File: config.mk
export PLATFORM = sky130hd
export DESIGN_NAME = json_object_field_scanner
export DESIGN_NICKNAME = d
export VERILOG_FILES = /design/src/rtl/jofs_pkg.sv /design/src/rtl/jofs_front.sv /design/src/rtl/jofs_back.sv /design/src/rtl/json_object_field_scanner.sv
export SDC_FILE = /design/constraint.sdc
export NUM_CORES = 1
export LEC_CHECK = 0
export BUFFER_PORTS_ARGS = -buffer_cell sky130_fd_sc_hd__buf_2
export CAP_MARGIN = 10
export CORE_MARGIN = 3
export CORE_UTILIZATION = 60
export DETAILED_ROUTE_END_ITERATION = 10
export PLACE_DENSITY = 0.75
export SLEW_MARGIN = 25
export SYNTH_ARGS = -nofsm -noshare
export SYNTH_HDL_FRONTEND = slang
export SYNTH_HIERARCHICAL = 1
export SYNTH_SLANG_ARGS = --single-unit
File: constraint.sdc
create_clock -name clk -period 4.75 [get_ports clk]
set_input_delay 0.95 -clock clk [delete_from_list [all_inputs] [get_ports clk]]
set_output_delay 0.95 -clock clk [all_outputs]
set_load 0.005 [all_outputs]
File: src/rtl/jofs_pkg.sv
// Shared types and constants for the JSON object field scanner.
`timescale 1ns / 1ps
package jofs_pkg;

  typedef enum logic [2:0] {
    K_KEYBYTE = 3'd0,
    K_KEYEND  = 3'd1,
    K_VALBYTE = 3'd2,
    K_VALEND  = 3'd3,
    K_ACCEPT  = 3'd4,
    K_ERROR   = 3'd5
  } kind_t;

  typedef enum logic [3:0] {
    PH_START    = 4'd0,
    PH_KEYSTART = 4'd1,
    PH_KEY      = 4'd2,
    PH_COLON    = 4'd3,
    PH_VALSTART = 4'd4,
    PH_VSTR     = 4'd5,
    PH_CONT     = 4'd6,
    PH_SCALAR   = 4'd7,
    PH_AFTERVAL = 4'd8,
    PH_TRAIL    = 4'd9
  } phase_t;

  localparam logic [3:0] E_EXPECT_OBJ  = 4'd0;
  localparam logic [3:0] E_EXPECT_KEY  = 4'd1;
  localparam logic [3:0] E_BAD_ESC     = 4'd2;
  localparam logic [3:0] E_TRUNC_ESC   = 4'd3;
  localparam logic [3:0] E_UNTERM_STR  = 4'd4;
  localparam logic [3:0] E_EXPECT_COL  = 4'd5;
  localparam logic [3:0] E_MISSING_VAL = 4'd6;
  localparam logic [3:0] E_UNTERM_CONT = 4'd7;
  localparam logic [3:0] E_EXPECT_SEP  = 4'd8;
  localparam logic [3:0] E_TRAILING    = 4'd9;
  localparam logic [3:0] E_WS_OVERFLOW = 4'd10;
  localparam logic [3:0] E_DEPTH_OVF   = 4'd11;

  localparam logic [7:0] CH_LBRACE = 8'h7B;
  localparam logic [7:0] CH_RBRACE = 8'h7D;
  localparam logic [7:0] CH_LBRACK = 8'h5B;
  localparam logic [7:0] CH_RBRACK = 8'h5D;
  localparam logic [7:0] CH_COMMA  = 8'h2C;
  localparam logic [7:0] CH_COLON  = 8'h3A;
  localparam logic [7:0] CH_QUOTE  = 8'h22;
  localparam logic [7:0] CH_BSLASH = 8'h5C;

  typedef struct packed {
    logic [7:0] text_byte;
    logic       final_byte;
  } in_item_t;

  typedef struct packed {
    logic [2:0] kind;
    logic [7:0] data;
    logic [3:0] error_code;
    logic       run_end;
  } out_item_t;

  // Front-to-back command: the byte plus its classification.
  typedef struct packed {
    logic [7:0] text_byte;
    logic       final_byte;
    logic       is_ws;
    logic [8:0] unesc;  // bit 8 set: unsupported escape
  } cmd_t;

  function automatic logic ws_char(input logic [7:0] c);
    return (c == 8'h20) || (c >= 8'h09 && c <= 8'h0D);
  endfunction

  function automatic logic [8:0] unescape(input logic [7:0] c);
    logic [8:0] r;
    case (c)
      8'h22:   r = 9'h022;
      8'h5C:   r = 9'h05C;
      8'h2F:   r = 9'h02F;
      8'h62:   r = 9'h008;
      8'h66:   r = 9'h00C;
      8'h6E:   r = 9'h00A;
      8'h72:   r = 9'h00D;
      8'h74:   r = 9'h009;
      default: r = 9'h100;
    endcase
    return r;
  endfunction

endpackage

File: src/rtl/jofs_front.sv
// Front stage: accepts bytes, classifies them, and queues commands.
`timescale 1ns / 1ps
module jofs_front
  import jofs_pkg::*;
(
  input  logic     clk,
  input  logic     rst,
  input  logic     push,
  input  in_item_t in_item,
  output logic     full,
  output logic     cmd_valid,
  output cmd_t     cmd,
  input  logic     cmd_take
);

  // two-entry queue
  cmd_t       q [2];
  logic       rd_ptr;
  logic       wr_ptr;
  logic [1:0] count;
  logic       do_push;
  logic       do_pop;
  cmd_t       cls;

  assign full      = (count == 2'd2);
  assign cmd_valid = (count != 2'd0);
  assign cmd       = q[rd_ptr];
  assign do_push   = push && !full;
  assign do_pop    = cmd_take && cmd_valid;

  always_comb begin
    cls.text_byte  = in_item.text_byte;
    cls.final_byte = in_item.final_byte;
    cls.is_ws      = ws_char(in_item.text_byte);
    cls.unesc      = unescape(in_item.text_byte);
  end

  always_ff @(posedge clk) begin
    if (do_push) q[wr_ptr] <= cls;
  end

  always_ff @(posedge clk) begin
    if (rst) begin
      rd_ptr <= 1'b0;
      wr_ptr <= 1'b0;
      count  <= 2'd0;
    end else begin
      if (do_push) wr_ptr <= !wr_ptr;
      if (do_pop) rd_ptr <= !rd_ptr;
      count <= count + {1'b0, do_push} - {1'b0, do_pop};
    end
  end

endmodule

File: src/rtl/jofs_back.sv
// Back stage: scanner state machine, pending whitespace buffer, result register.
`timescale 1ns / 1ps
module jofs_back
  import jofs_pkg::*;
#(
  parameter int PENDING_DEPTH = 16,
  parameter int NEST_BITS     = 8
) (
  input  logic      clk,
  input  logic      rst,
  input  logic      cmd_valid,
  input  cmd_t      cmd,
  output logic      cmd_take,
  output logic      empty,
  output out_item_t out_item,
  input  logic      pop
);

  localparam int PW = $clog2(PENDING_DEPTH + 1);
  localparam int IW = (PENDING_DEPTH > 1) ? $clog2(PENDING_DEPTH) : 1;

  // byte work: emits up to three results (byte/end/error, value end, accept/error)
  phase_t             phase, phase_next;
  logic               esc, esc_next;
  logic               istr, istr_next;
  logic               iesc, iesc_next;
  logic               sq, sq_next;
  logic [NEST_BITS-1:0] depth, depth_next;
  logic [PW-1:0]      scount, scount_next;
  logic               failed, failed_next;

  logic [7:0]         store [PENDING_DEPTH];
  logic               st_we;
  logic [PW-1:0]      flush_idx;
  logic               flushing, flushing_next;
  logic [PW-1:0]      flush_idx_next;
  logic [7:0]         flush_data;  // registered read of the pending buffer
  logic               rd_en;
  logic [PW-1:0]      rd_idx;

  // results of the current byte, in order
  logic               r0_v, r1_v, r2_v;
  out_item_t          r0, r1, r2;
  logic [1:0]         slot;
  logic               busy;  // holding results of a byte
  out_item_t          hr0, hr1, hr2;
  logic               hv1, hv2;

  logic [7:0]         c;
  logic               fin;
  logic               open_c, close_c;
  logic               do_reset;
  logic               out_v;
  logic               load_out;
  out_item_t          out_next;

  assign c   = cmd.text_byte;
  assign fin = cmd.final_byte;

  function automatic out_item_t mk(input kind_t k, input logic [7:0] d,
                                   input logic [3:0] e);
    out_item_t o;
    o.kind = k; o.data = d; o.error_code = e; o.run_end = 1'b0;
    return o;
  endfunction

  assign open_c  = sq ? (c == CH_LBRACK) : (c == CH_LBRACE);
  assign close_c = sq ? (c == CH_RBRACK) : (c == CH_RBRACE);

  // output register can load when empty or being drained
  assign empty    = !out_v;
  assign load_out = !out_v || pop;

  // buffer read: entry 0 when a flush starts, then the next entry per load
  assign rd_idx = flushing ? (flush_idx + PW'(1)) : '0;
  assign rd_en  = flushing ? (load_out && (flush_idx != scount - PW'(1)))
                           : flushing_next;

  // Stage A: when idle take a command; if scalar with pending spaces and
  // non-ws non-terminator, first flush store one entry per cycle while the result register can load.
  always_comb begin
    phase_next     = phase;
    esc_next       = esc;
    istr_next      = istr;
    iesc_next      = iesc;
    sq_next        = sq;
    depth_next     = depth;
    scount_next    = scount;
    failed_next    = failed;
    st_we          = 1'b0;
    flushing_next  = flushing;
    flush_idx_next = flush_idx;
    r0_v = 1'b0; r1_v = 1'b0; r2_v = 1'b0;
    r0 = mk(K_KEYBYTE, 8'd0, 4'd0);
    r1 = r0; r2 = r0;
    do_reset = 1'b0;
    cmd_take = 1'b0;
    if (!busy && cmd_valid && !flushing) begin
      if (!failed && phase == PH_SCALAR && !cmd.is_ws && c != CH_COMMA &&
          c != CH_RBRACE && scount != '0) begin
        flushing_next  = 1'b1;
        flush_idx_next = '0;
      end else begin
        cmd_take = 1'b1;
        if (!failed) begin
          case (phase)
            PH_START: begin
              if (!cmd.is_ws) begin
                if (c == CH_LBRACE) phase_next = PH_KEYSTART;
                else begin r0_v = 1'b1; r0 = mk(K_ERROR, 8'd0, E_EXPECT_OBJ);
                  failed_next = 1'b1; end
              end
            end
            PH_KEYSTART: begin
              if (!cmd.is_ws) begin
                if (c == CH_RBRACE) phase_next = PH_TRAIL;
                else if (c == CH_QUOTE) phase_next = PH_KEY;
                else begin r0_v = 1'b1; r0 = mk(K_ERROR, 8'd0, E_EXPECT_KEY);
                  failed_next = 1'b1; end
              end
            end
            PH_KEY, PH_VSTR: begin
              if (esc) begin
                esc_next = 1'b0;
                r0_v = 1'b1;
                if (cmd.unesc[8]) begin
                  r0 = mk(K_ERROR, 8'd0, E_BAD_ESC); failed_next = 1'b1;
                end else
                  r0 = mk(phase == PH_KEY ? K_KEYBYTE : K_VALBYTE,
                          cmd.unesc[7:0], 4'd0);
              end else if (c == CH_QUOTE) begin
                r0_v = 1'b1;
                r0 = mk(phase == PH_KEY ? K_KEYEND : K_VALEND, 8'd0, 4'd0);
                phase_next = (phase == PH_KEY) ? PH_COLON : PH_AFTERVAL;
              end else if (c == CH_BSLASH) esc_next = 1'b1;
              else begin
                r0_v = 1'b1;
                r0 = mk(phase == PH_KEY ? K_KEYBYTE : K_VALBYTE, c, 4'd0);
              end
            end
            PH_COLON: begin
              if (!cmd.is_ws) begin
                if (c == CH_COLON) phase_next = PH_VALSTART;
                else begin r0_v = 1'b1; r0 = mk(K_ERROR, 8'd0, E_EXPECT_COL);
                  failed_next = 1'b1; end
              end
            end
            PH_VALSTART: begin
              if (!cmd.is_ws) begin
                if (c == CH_QUOTE) phase_next = PH_VSTR;
                else if (c == CH_LBRACK || c == CH_LBRACE) begin
                  phase_next = PH_CONT;
                  sq_next    = (c == CH_LBRACK);
                  depth_next = NEST_BITS'(1);
                  istr_next  = 1'b0;
                  iesc_next  = 1'b0;
                  r0_v = 1'b1; r0 = mk(K_VALBYTE, c, 4'd0);
                end else if (c == CH_COMMA || c == CH_RBRACE) begin
                  scount_next = '0;
                  phase_next  = (c == CH_COMMA) ? PH_KEYSTART : PH_TRAIL;
                  r0_v = 1'b1; r0 = mk(K_VALEND, 8'd0, 4'd0);
                end else begin
                  phase_next  = PH_SCALAR;
                  scount_next = '0;
                  r0_v = 1'b1; r0 = mk(K_VALBYTE, c, 4'd0);
                end
              end
            end
            PH_CONT: begin
              if (istr) begin
                if (iesc) iesc_next = 1'b0;
                else if (c == CH_BSLASH) iesc_next = 1'b1;
                else if (c == CH_QUOTE) istr_next = 1'b0;
                r0_v = 1'b1; r0 = mk(K_VALBYTE, c, 4'd0);
              end else if (c == CH_QUOTE) begin
                istr_next = 1'b1;
                r0_v = 1'b1; r0 = mk(K_VALBYTE, c, 4'd0);
              end else if (open_c) begin
                r0_v = 1'b1;
                if (&depth) begin
                  r0 = mk(K_ERROR, 8'd0, E_DEPTH_OVF); failed_next = 1'b1;
                end else begin
                  depth_next = depth + NEST_BITS'(1);
                  r0 = mk(K_VALBYTE, c, 4'd0);
                end
              end else begin
                r0_v = 1'b1; r0 = mk(K_VALBYTE, c, 4'd0);
                if (close_c) begin
                  depth_next = depth - NEST_BITS'(1);
                  if (depth == NEST_BITS'(1)) begin
                    phase_next = PH_AFTERVAL;
                    r1_v = 1'b1; r1 = mk(K_VALEND, 8'd0, 4'd0);
                  end
                end
              end
            end
            PH_SCALAR: begin
              if (c == CH_COMMA || c == CH_RBRACE) begin
                scount_next = '0;
                phase_next  = (c == CH_COMMA) ? PH_KEYSTART : PH_TRAIL;
                r0_v = 1'b1; r0 = mk(K_VALEND, 8'd0, 4'd0);
              end else if (cmd.is_ws) begin
                if (scount == PW'(PENDING_DEPTH)) begin
                  r0_v = 1'b1; r0 = mk(K_ERROR, 8'd0, E_WS_OVERFLOW);
                  failed_next = 1'b1;
                end else begin
                  st_we       = 1'b1;
                  scount_next = scount + PW'(1);
                end
              end else begin
                scount_next = '0;
                r0_v = 1'b1; r0 = mk(K_VALBYTE, c, 4'd0);
              end
            end
            PH_AFTERVAL: begin
              if (!cmd.is_ws) begin
                if (c == CH_COMMA) phase_next = PH_KEYSTART;
                else if (c == CH_RBRACE) phase_next = PH_TRAIL;
                else begin r0_v = 1'b1; r0 = mk(K_ERROR, 8'd0, E_EXPECT_SEP);
                  failed_next = 1'b1; end
              end
            end
            default: begin
              if (!cmd.is_ws) begin
                r0_v = 1'b1; r0 = mk(K_ERROR, 8'd0, E_TRAILING);
                failed_next = 1'b1;
              end
            end
          endcase
        end
        if (fin) begin
          do_reset = 1'b1;
          if (!failed_next) begin
            r2_v = 1'b1;
            case (phase_next)
              PH_TRAIL:            r2 = mk(K_ACCEPT, 8'd0, 4'd0);
              PH_START:            r2 = mk(K_ERROR, 8'd0, E_EXPECT_OBJ);
              PH_KEYSTART:         r2 = mk(K_ERROR, 8'd0, E_EXPECT_KEY);
              PH_KEY, PH_VSTR:     r2 = mk(K_ERROR, 8'd0,
                                           esc_next ? E_TRUNC_ESC : E_UNTERM_STR);
              PH_COLON:            r2 = mk(K_ERROR, 8'd0, E_EXPECT_COL);
              PH_VALSTART:         r2 = mk(K_ERROR, 8'd0, E_MISSING_VAL);
              PH_CONT:             r2 = mk(K_ERROR, 8'd0, E_UNTERM_CONT);
              default:             r2 = mk(K_ERROR, 8'd0, E_EXPECT_SEP);
            endcase
          end
        end
      end
    end
  end

  // result sequencing: flush entries, then held byte results
  always_comb begin
    out_next = hr0;
    if (flushing) begin
      out_next = mk(K_VALBYTE, flush_data, 4'd0);
    end else if (busy) begin
      case (slot)
        2'd0:    out_next = hr0;
        2'd1:    out_next = hr1;
        default: out_next = hr2;
      endcase
      out_next.run_end = (slot == 2'd0) ? !(hv1 || hv2) :
                         (slot == 2'd1) ? !hv2 : 1'b1;
    end
  end

  always_ff @(posedge clk) begin
    if (st_we) store[scount[IW-1:0]] <= c;
    if (rd_en) flush_data <= store[rd_idx[IW-1:0]];
  end

  always_ff @(posedge clk) begin
    if (rst) begin
      phase <= PH_START; esc <= 1'b0; istr <= 1'b0; iesc <= 1'b0; sq <= 1'b0;
      depth <= '0; scount <= '0; failed <= 1'b0;
      flushing <= 1'b0; flush_idx <= '0;
      busy <= 1'b0; slot <= 2'd0; out_v <= 1'b0;
      hv1 <= 1'b0; hv2 <= 1'b0;
    end else begin
      if (out_v && pop) out_v <= 1'b0;
      if (flushing) begin
        if (load_out) begin
          out_item <= out_next;
          out_v    <= 1'b1;
          if (flush_idx == scount - PW'(1)) begin
            flushing <= 1'b0;
            scount   <= '0;
          end else flush_idx <= flush_idx + PW'(1);
        end
      end else if (busy) begin
        if (load_out) begin
          out_item <= out_next;
          out_v    <= 1'b1;
          if (out_next.run_end) busy <= 1'b0;
          else if (slot == 2'd0) slot <= hv1 ? 2'd1 : 2'd2;
          else slot <= 2'd2;
        end
      end else begin
        flushing  <= flushing_next;
        flush_idx <= flush_idx_next;
        if (cmd_take) begin
          if (do_reset) begin
            phase <= PH_START; esc <= 1'b0; istr <= 1'b0; iesc <= 1'b0;
            sq <= 1'b0; depth <= '0; scount <= '0; failed <= 1'b0;
          end else begin
            phase <= phase_next; esc <= esc_next; istr <= istr_next;
            iesc <= iesc_next; sq <= sq_next; depth <= depth_next;
            scount <= scount_next; failed <= failed_next;
          end
          hr0 <= r0; hr1 <= r1; hr2 <= r2;
          hv1 <= r1_v; hv2 <= r2_v;
          if (r0_v || r1_v || r2_v) begin
            busy <= 1'b1;
            slot <= r0_v ? 2'd0 : (r1_v ? 2'd1 : 2'd2);
          end
        end
      end
    end
  end

endmodule

File: src/rtl/json_object_field_scanner.sv
// Top level of the JSON object field scanner.
`timescale 1ns / 1ps
// Streaming scanner for one flat JSON object, one byte per transaction.
// Input channel: push/full with {text_byte, final_byte}; final_byte marks
// the last byte of a text, which yields accept or an error (unless an error
// came before), and the scanner returns to its reset state for the next text.
// Result channel: empty/pop with {kind, data, error_code, run_end}; run_end
// flags the last result caused by one input byte.
// Structure: a front stage classifies bytes (whitespace, escape decode)
// into a two-entry queue; a back stage runs the phase machine, keeps the
// pending whitespace buffer and feeds a one-entry result register.
// Pacing: the back stage takes no new byte until all results of the last
// one are loaded; a scalar byte that follows withheld whitespace first
// flushes that buffer: a setup step, then one entry per cycle while the
// result register can load (up to PENDING_DEPTH entries).
// When the receiver stops popping, the result register holds, the back
// stage stalls, the queue fills and full rises.
// Reset (rst, synchronous) clears the queue, the result register and all
// scanner state; the whitespace buffer contents are not cleared.
module json_object_field_scanner
  import jofs_pkg::*;
#(
  parameter int PENDING_DEPTH = 16,
  parameter int NEST_BITS     = 8
) (
  input  logic      clk,
  input  logic      rst,
  input  logic      push,
  input  in_item_t  in_item,
  output logic      full,
  output logic      empty,
  input  logic      pop,
  output out_item_t out_item
);

  logic cmd_valid;
  logic cmd_take;
  cmd_t cmd;

  jofs_front u_front (
    .clk(clk), .rst(rst), .push(push), .in_item(in_item), .full(full),
    .cmd_valid(cmd_valid), .cmd(cmd), .cmd_take(cmd_take)
  );

  jofs_back #(
    .PENDING_DEPTH(PENDING_DEPTH), .NEST_BITS(NEST_BITS)
  ) u_back (
    .clk(clk), .rst(rst), .cmd_valid(cmd_valid), .cmd(cmd),
    .cmd_take(cmd_take), .empty(empty), .out_item(out_item), .pop(pop)
  );

endmodule
==> qor.txt, run 1 <==
RSZ-0062 raised after global routing: false
I/O pin count: 31
Post-Syn Area: 12070 sq um
Actual slew at the worst max-slew pin: 924.9 ps
# port buffers: 30
First-pass detailed-route iteration total: 6
Synth warn: 6
Post-DP HPWL: 18040 um
Seq cells post-synth: 247
Syn avg cell area: 12.05 sq um
DR iter-0 viols: 901
Total GRT Usage: 25.22%
Worst Path Buf+Inv: 0
Wire length per cell: 21.37 um
Routability cong.: 0.9369
Initial core utilization: 61.60%
Hold depth: 2
Clk buf depth: 3
Die area: 21850 sq um
Vias: 8376
Setup CP Type: reg -> reg
WHS: 503.8 ps
Final slew viol count: 0
Prevailing post-synth register cell: edfxtp_1
Ys async rst share: 0%
Final setup viols: 0
Status: finished clean
Initial antenna violation count: 0
Final Cycle Share: 83.39%
Synth-to-Final Area Change: 9.561%
Final hold violations: 0
Fin nets: 1035
TritonCTS buffer count: 25
Latest clock arrival within the worst-skew pair: 520 ps
Setup TNS: 0 ps
Share of layout cells above drive strength 1: 16.73%
Crit path time final: 3961 ps
Post-Syn Instances: 1001
CTS tree: done
Global-route wire length before repair: 43630 um
Final ANT Viol Nets: 0
Worst path required time: 4890 ps
Number of global-route vias before repair: 7929
Delay-heaviest family, CP: simple AND/OR/NAND/NOR gates
Max VDD drop: 0.2800 mV
CP Cell Sequence: mux2_2, nand3b_1, a211o_4, a21oi_4, nand3_4, nor4_4, nand2_2, nor3_2
Leak Pwr: 4.342 nW
H-tree depth: 1
Final WL: 27630 um
CTS clk-pin slew, worst paths: 60 ps
Max Cap Viol: 0
CTS Sinks: 247
PD cells: 453.3 nW/um^2
Share of the yosys chip area belonging to registers: 58.23%
Core footprint: 19590 sq um
Final setup skew: 14.40 ps
Leading cell type in the layout, fill and taps excluded: edfxtp_1
Die width: 147.8 um
Largest net degree at the start of global routing: 52
Synth unique cells: 102
Post-CTS Resized: 0
Antenna Diode Count: 0
CP Max Fanout: 22
Avg Vias per Cell: 6.478
Rel. slew slack: 38.19%
Reg2reg path depth: 8
Drt drc: 0
Post-CTS setup buffers: 0
Die Y-Extent: 147.8 um
Rows: 51
Worst Hold Class: reg -> reg
Slowest-stage cell, CP: nor3_2
Worst EP arrival: 4100 ps
Post-synth EDFFs: 208
Commonest non-fill, non-tap cells in the layout: edfxtp_1, nor2_1, nand2_1
Post-synth net total: 1025
CP peak stage delay: 640 ps
CP Capture Type: flop
Hold-fix buffer count after cts: 0
Type of origin of the critical path: flop
Remaining Overflow, GRT: 0
Clk root buf: clkbuf_16
Maximum clock rate: 252.5 MHz
CP Depth: 8
## stage by stage
stage / util (%) / cells / setup slack (ps) / power (mW) / instance area [sq um]
after floorplan: - / 1001 / 1027 / 3.603 / 12070
after global placement: 62.92 / 1249 / 923.7 / 3.891 / 12330
after detailed placement: 62.92 / 1249 / 860.6 / 3.911 / 12330
after CTS: 67.41 / 1293 / 818.2 / 6.004 / 13210
after global routing: 67.48 / 1293 / 541.7 / 6.238 / 13220
final: 67.48 / 1293 / 788.9 / 5.993 / 13220
## final cells by class
| class | count | area (sq um) |
|---|---|---|
| fill | 1413 | 6370 |
| clock buffer | 26 | 629.4 |
| clock inverter | 18 | 250.2 |
| timing repair buffer | 44 | 255.2 |
| inverter | 27 | 102.6 |
| multi-input combinational | 666 | 4624 |
| sequential | 247 | 7027 |
| tap | 265 | 331.6 |
## tightest hold or removal path, stage by stage (launching register included)
cell and delay (ps):
dfxtp_1 310, o21ai_1 70, a21oi_1 70
## cell usage after synthesis (all sizes together) (6+ instances only)
cell type  number  area, sq um
nor2b          25        156.4
o211ai          6        58.81
a21o           10        76.32
xor2            7        61.31
ha             11        137.6
a21boi          8        63.81
and3            9        57.56
and2            7        43.79
xnor2          10        87.58
nand3          28        162.7
o21ai          37        192.7
nor4b           6        71.32
dfxtp          39        780.8
or3            13        91.34
mux4            9        206.5
edfxtp        208         6246
nor4            7        88.83
a211oi         32        267.8
nor2           86        340.3
mux2           18        202.7
clkbuf         35        151.4
inv            26        97.59
nand2b         16        100.1
a22oi          10        80.07
o221ai         10        87.58
nand3b          7        52.55
o22ai          13        81.33
nand4b          7        76.32
nor3           21        125.1
nand2          85        331.6
a311oi          7        61.31
a21oi          60        319.1
buf            26        191.4
a31oi          20        125.1
## layer usage
metal	up-vias	wire length, um	GRT usage, %
li1	3876	-	-
met1	4071	12040	37.20
met2	393	12960	41.09
met3	36	2224	3.403
met4	0	405	4.804
met5	-	0	0
## where the power goes
part | internal, mW | switching [mW] | leakage (nW) | total, mW
logic | 0.391 | 0.800 | 1.70 | 1.19
clock network | 1.29 | 0.807 | 0.430 | 2.10
registers | 2.60 | 0.104 | 2.21 | 2.71
total | 4.28 | 1.71 | 4.34 | 5.99
## state kept, by name, indices dropped and copies added (netlist names), 4 cells and up, named ones only
| name | flops |
|---|---|
| u_back/out_item | 16 |
| u_back/flush_idx | 5 |
| u_back/depth | 8 |
| u_back/scount | 5 |
| u_back/store | 128 |
| u_back/phase | 4 |
| u_back/flush_data | 8 |
| u_front/q | 34 |
| u_back/hr0 | 15 |
| u_back/hr2 | 6 |
## cell families after synthesis
logic type / count (synthesis) / share of synthesized area [%]
flip-flops: 247 / 58.23
AND/OR/NAND/NOR: 346 / 16.22
buffers and inverters: 88 / 3.691
multiplexers: 30 / 3.640
AO/OA/AOI/OAI: 261 / 15.81
other: 1 / 0.03108
XOR/XNOR: 17 / 1.234
adder cells (fa/ha/maj): 11 / 1.141
## path summary, 6_finish.rpt
check                   start            endpoint  slack, ps
setup reg to reg         flop  u_back/store[2][1]        790
hold reg to reg   u_back/iesc         u_back/iesc        500
hold / removal    u_back/iesc         u_back/iesc        500
setup / recovery         flop  u_back/store[2][1]        790
Power figures use the tool's default switching activity.
==> inputs of run 2 (changes only) <==
--- a/config.mk
+++ b/config.mk
@@ -8,7 +8,7 @@
 export BUFFER_PORTS_ARGS = -buffer_cell sky130_fd_sc_hd__buf_2
 export CAP_MARGIN = 10
 export CORE_MARGIN = 3
-export CORE_UTILIZATION = 60
+export CORE_UTILIZATION = 57
 export DETAILED_ROUTE_END_ITERATION = 10
 export PLACE_DENSITY = 0.75
 export SLEW_MARGIN = 25
==> constraint.sdc (replaced) <==
create_clock -name clk -period 3.2 [get_ports clk]
set_input_delay 0.64 -clock clk [delete_from_list [all_inputs] [get_ports clk]]
set_output_delay 0.64 -clock clk [all_outputs]
set_load 0.005 [all_outputs]
==> run 2 against run 1 <==
  * First-iteration DRC count is 5.9% higher
  * Count of clock-buffer cells in the layout up 5
  * Clock power rose by 45%
  * Routed wire length rose by 1.8%
  * Sequential power up 47%
  * Final cell count grew 5.1%
  * Sequential cell count stayed put
  * Largest cell class unchanged
  * Highest routed layer unchanged
==> qor.txt, run 2 (synthesis results as in run 1) <==
Largest net degree at the start of global routing: 32
Global-route wire length before repair: 43730 um
Commonest non-fill, non-tap cells in the layout: edfxtp_1, nand2_1, nor2_1
DP Cell Count: 1307
Total GRT Usage: 24.49%
Remaining Overflow, GRT: 0
Final setup skew: 15.78 ps
Share of layout cells above drive strength 1: 22.87%
Final Cycle Share: 96.55%
Max FFs per register: 128
Worst Hold Class: in -> reg
Crit path time final: 3090 ps
H-tree depth: 1
Die width: 151.5 um
Vias: 8569
Clk buf depth: 3
Worst path required time: 3480 ps
Max VDD drop: 0.6342 mV
# port buffers: 30
First-pass detailed-route iteration total: 5
Setup TNS: 0 ps
CTS tree: done
CTS Sinks: 247
Setup CP Type: reg -> reg
Final WL: 28120 um
Latest clock arrival within the worst-skew pair: 550 ps
Drt drc: 0
Post-route core utilization: 67.61%
Final slew viol count: 0
PD cells: 655.7 nW/um^2
Post-DP HPWL: 19230 um
Hold-fix buffer count after cts: 0
Initial core utilization: 58.88%
TritonCTS buffer count: 26
CTS clk-pin slew, worst paths: 60 ps
Rows: 52
Type of origin of the critical path: flop
Die Y-Extent: 151.5 um
Synth-to-Final Area Change: 14.83%
RR Endpoint: u_back/hr2[13]
CP Max Fanout: 23
Reg2reg setup slack: 110 ps
Reg2reg path depth: 10
Avg Vias per Cell: 6.305
Antenna Diode Count: 0
I/O pin count: 31
Final setup viols: 0
Core footprint: 20490 sq um
Initial antenna violation count: 0
Actual slew at the worst max-slew pin: 792.5 ps
Wire length per cell: 20.69 um
RSZ-0062 raised after global routing: false
CP Capture Type: flop
DR iter-0 viols: 954
Non-Filler Instances: 1359
Final setup margin: 110.3 ps
Leading cell type in the layout, fill and taps excluded: edfxtp_1
Fin nets: 1093
Routability cong.: 0.9695
Leak Pwr: 4.628 nW
Rel. slew slack: 47.17%
Pre-CTS WS: -23.29 ps
Max Cap Viol: 0
Fill cells: 1476
CP endpoint: u_back/hr2[13]
Maximum clock rate: 323.7 MHz
Final ANT Viol Nets: 0
Number of global-route vias before repair: 7954
Final hold violations: 0
Die area: 22950 sq um
Clk root buf: clkbuf_16
Worst EP arrival: 3370 ps
Status: finished clean
[run 2: worst min-delay path by stage]
| stage | startpoint | endpoint | slack [ps] | cells after the start |
|---|---|---|---|---|
| 3_3_place_gp | u_back/iesc | u_back/iesc | 470 | 2 |
| 6_report | in_item[0] | u_front/q[1][10] | 300 | 1 |
| 3_5_place_dp | u_back/iesc | u_back/iesc | 480 | 2 |
| 5_1_grt | in_item[0] | u_front/q[0][10] | 290 | 1 |
| 4_1_cts | in_item[0] | u_front/q[1][10] | 280 | 1 |
| 2_1_floorplan | u_back/hv2 | u_back/hv2 | 450 | 2 |
[run 2: where the power goes]
part | internal (mW) | switching, mW
Combinational | 0.762 | 1.30
Sequential | 3.86 | 0.116
Clock | 1.79 | 1.25
[run 2: final cells by class]
type                    count  area (sq um)  area share [%]
flip-flops and latches    247          7030           50.74
multi-input cells         666          4777           34.48
repair buffers            101         724.4           5.228
clock buffers              31         689.4           4.976
well taps                 270         337.8           2.438
clock inverters            17         193.9           1.400
inverters                  27         102.6          0.7405
[run 2: per-stage QoR]
step	instance area, sq um	total power [mW]	hold WS, ps
floorplan	12210	5.374	454.7
global placement	12880	6.004	472.3
detailed placement	12890	6.037	479.3
CTS	13800	9.057	282.7
global route	13860	9.425	291.2
finish	13860	9.085	295.1
[run 2: what timing repair did]
action,4_1_cts,5_1_grt
setup buffers,1,3
pin swaps,1,3
endpoints found under the setup margin,10,145
gates resized for setup,2,8
[run 2: worst max-delay path, cell delays in order, from the launching register on]
cell and delay, ps:
dfxtp_4 380, mux2_4 210, buf_4 270, and3b_1 360, nand4_1 270, o41ai_4 480
buf_4 190, a41oi_4 110, buf_4 190, nor3_1 220, a31oi_1 130
[run 2: layer usage]
layer | part of all wire [%] | global-route usage, %
met4 | 2.3 | 6.649
met5 | 0 | 0
met2 | 46 | 37.70
met1 | 44 | 36.69
met3 | 7.6 | 3.837
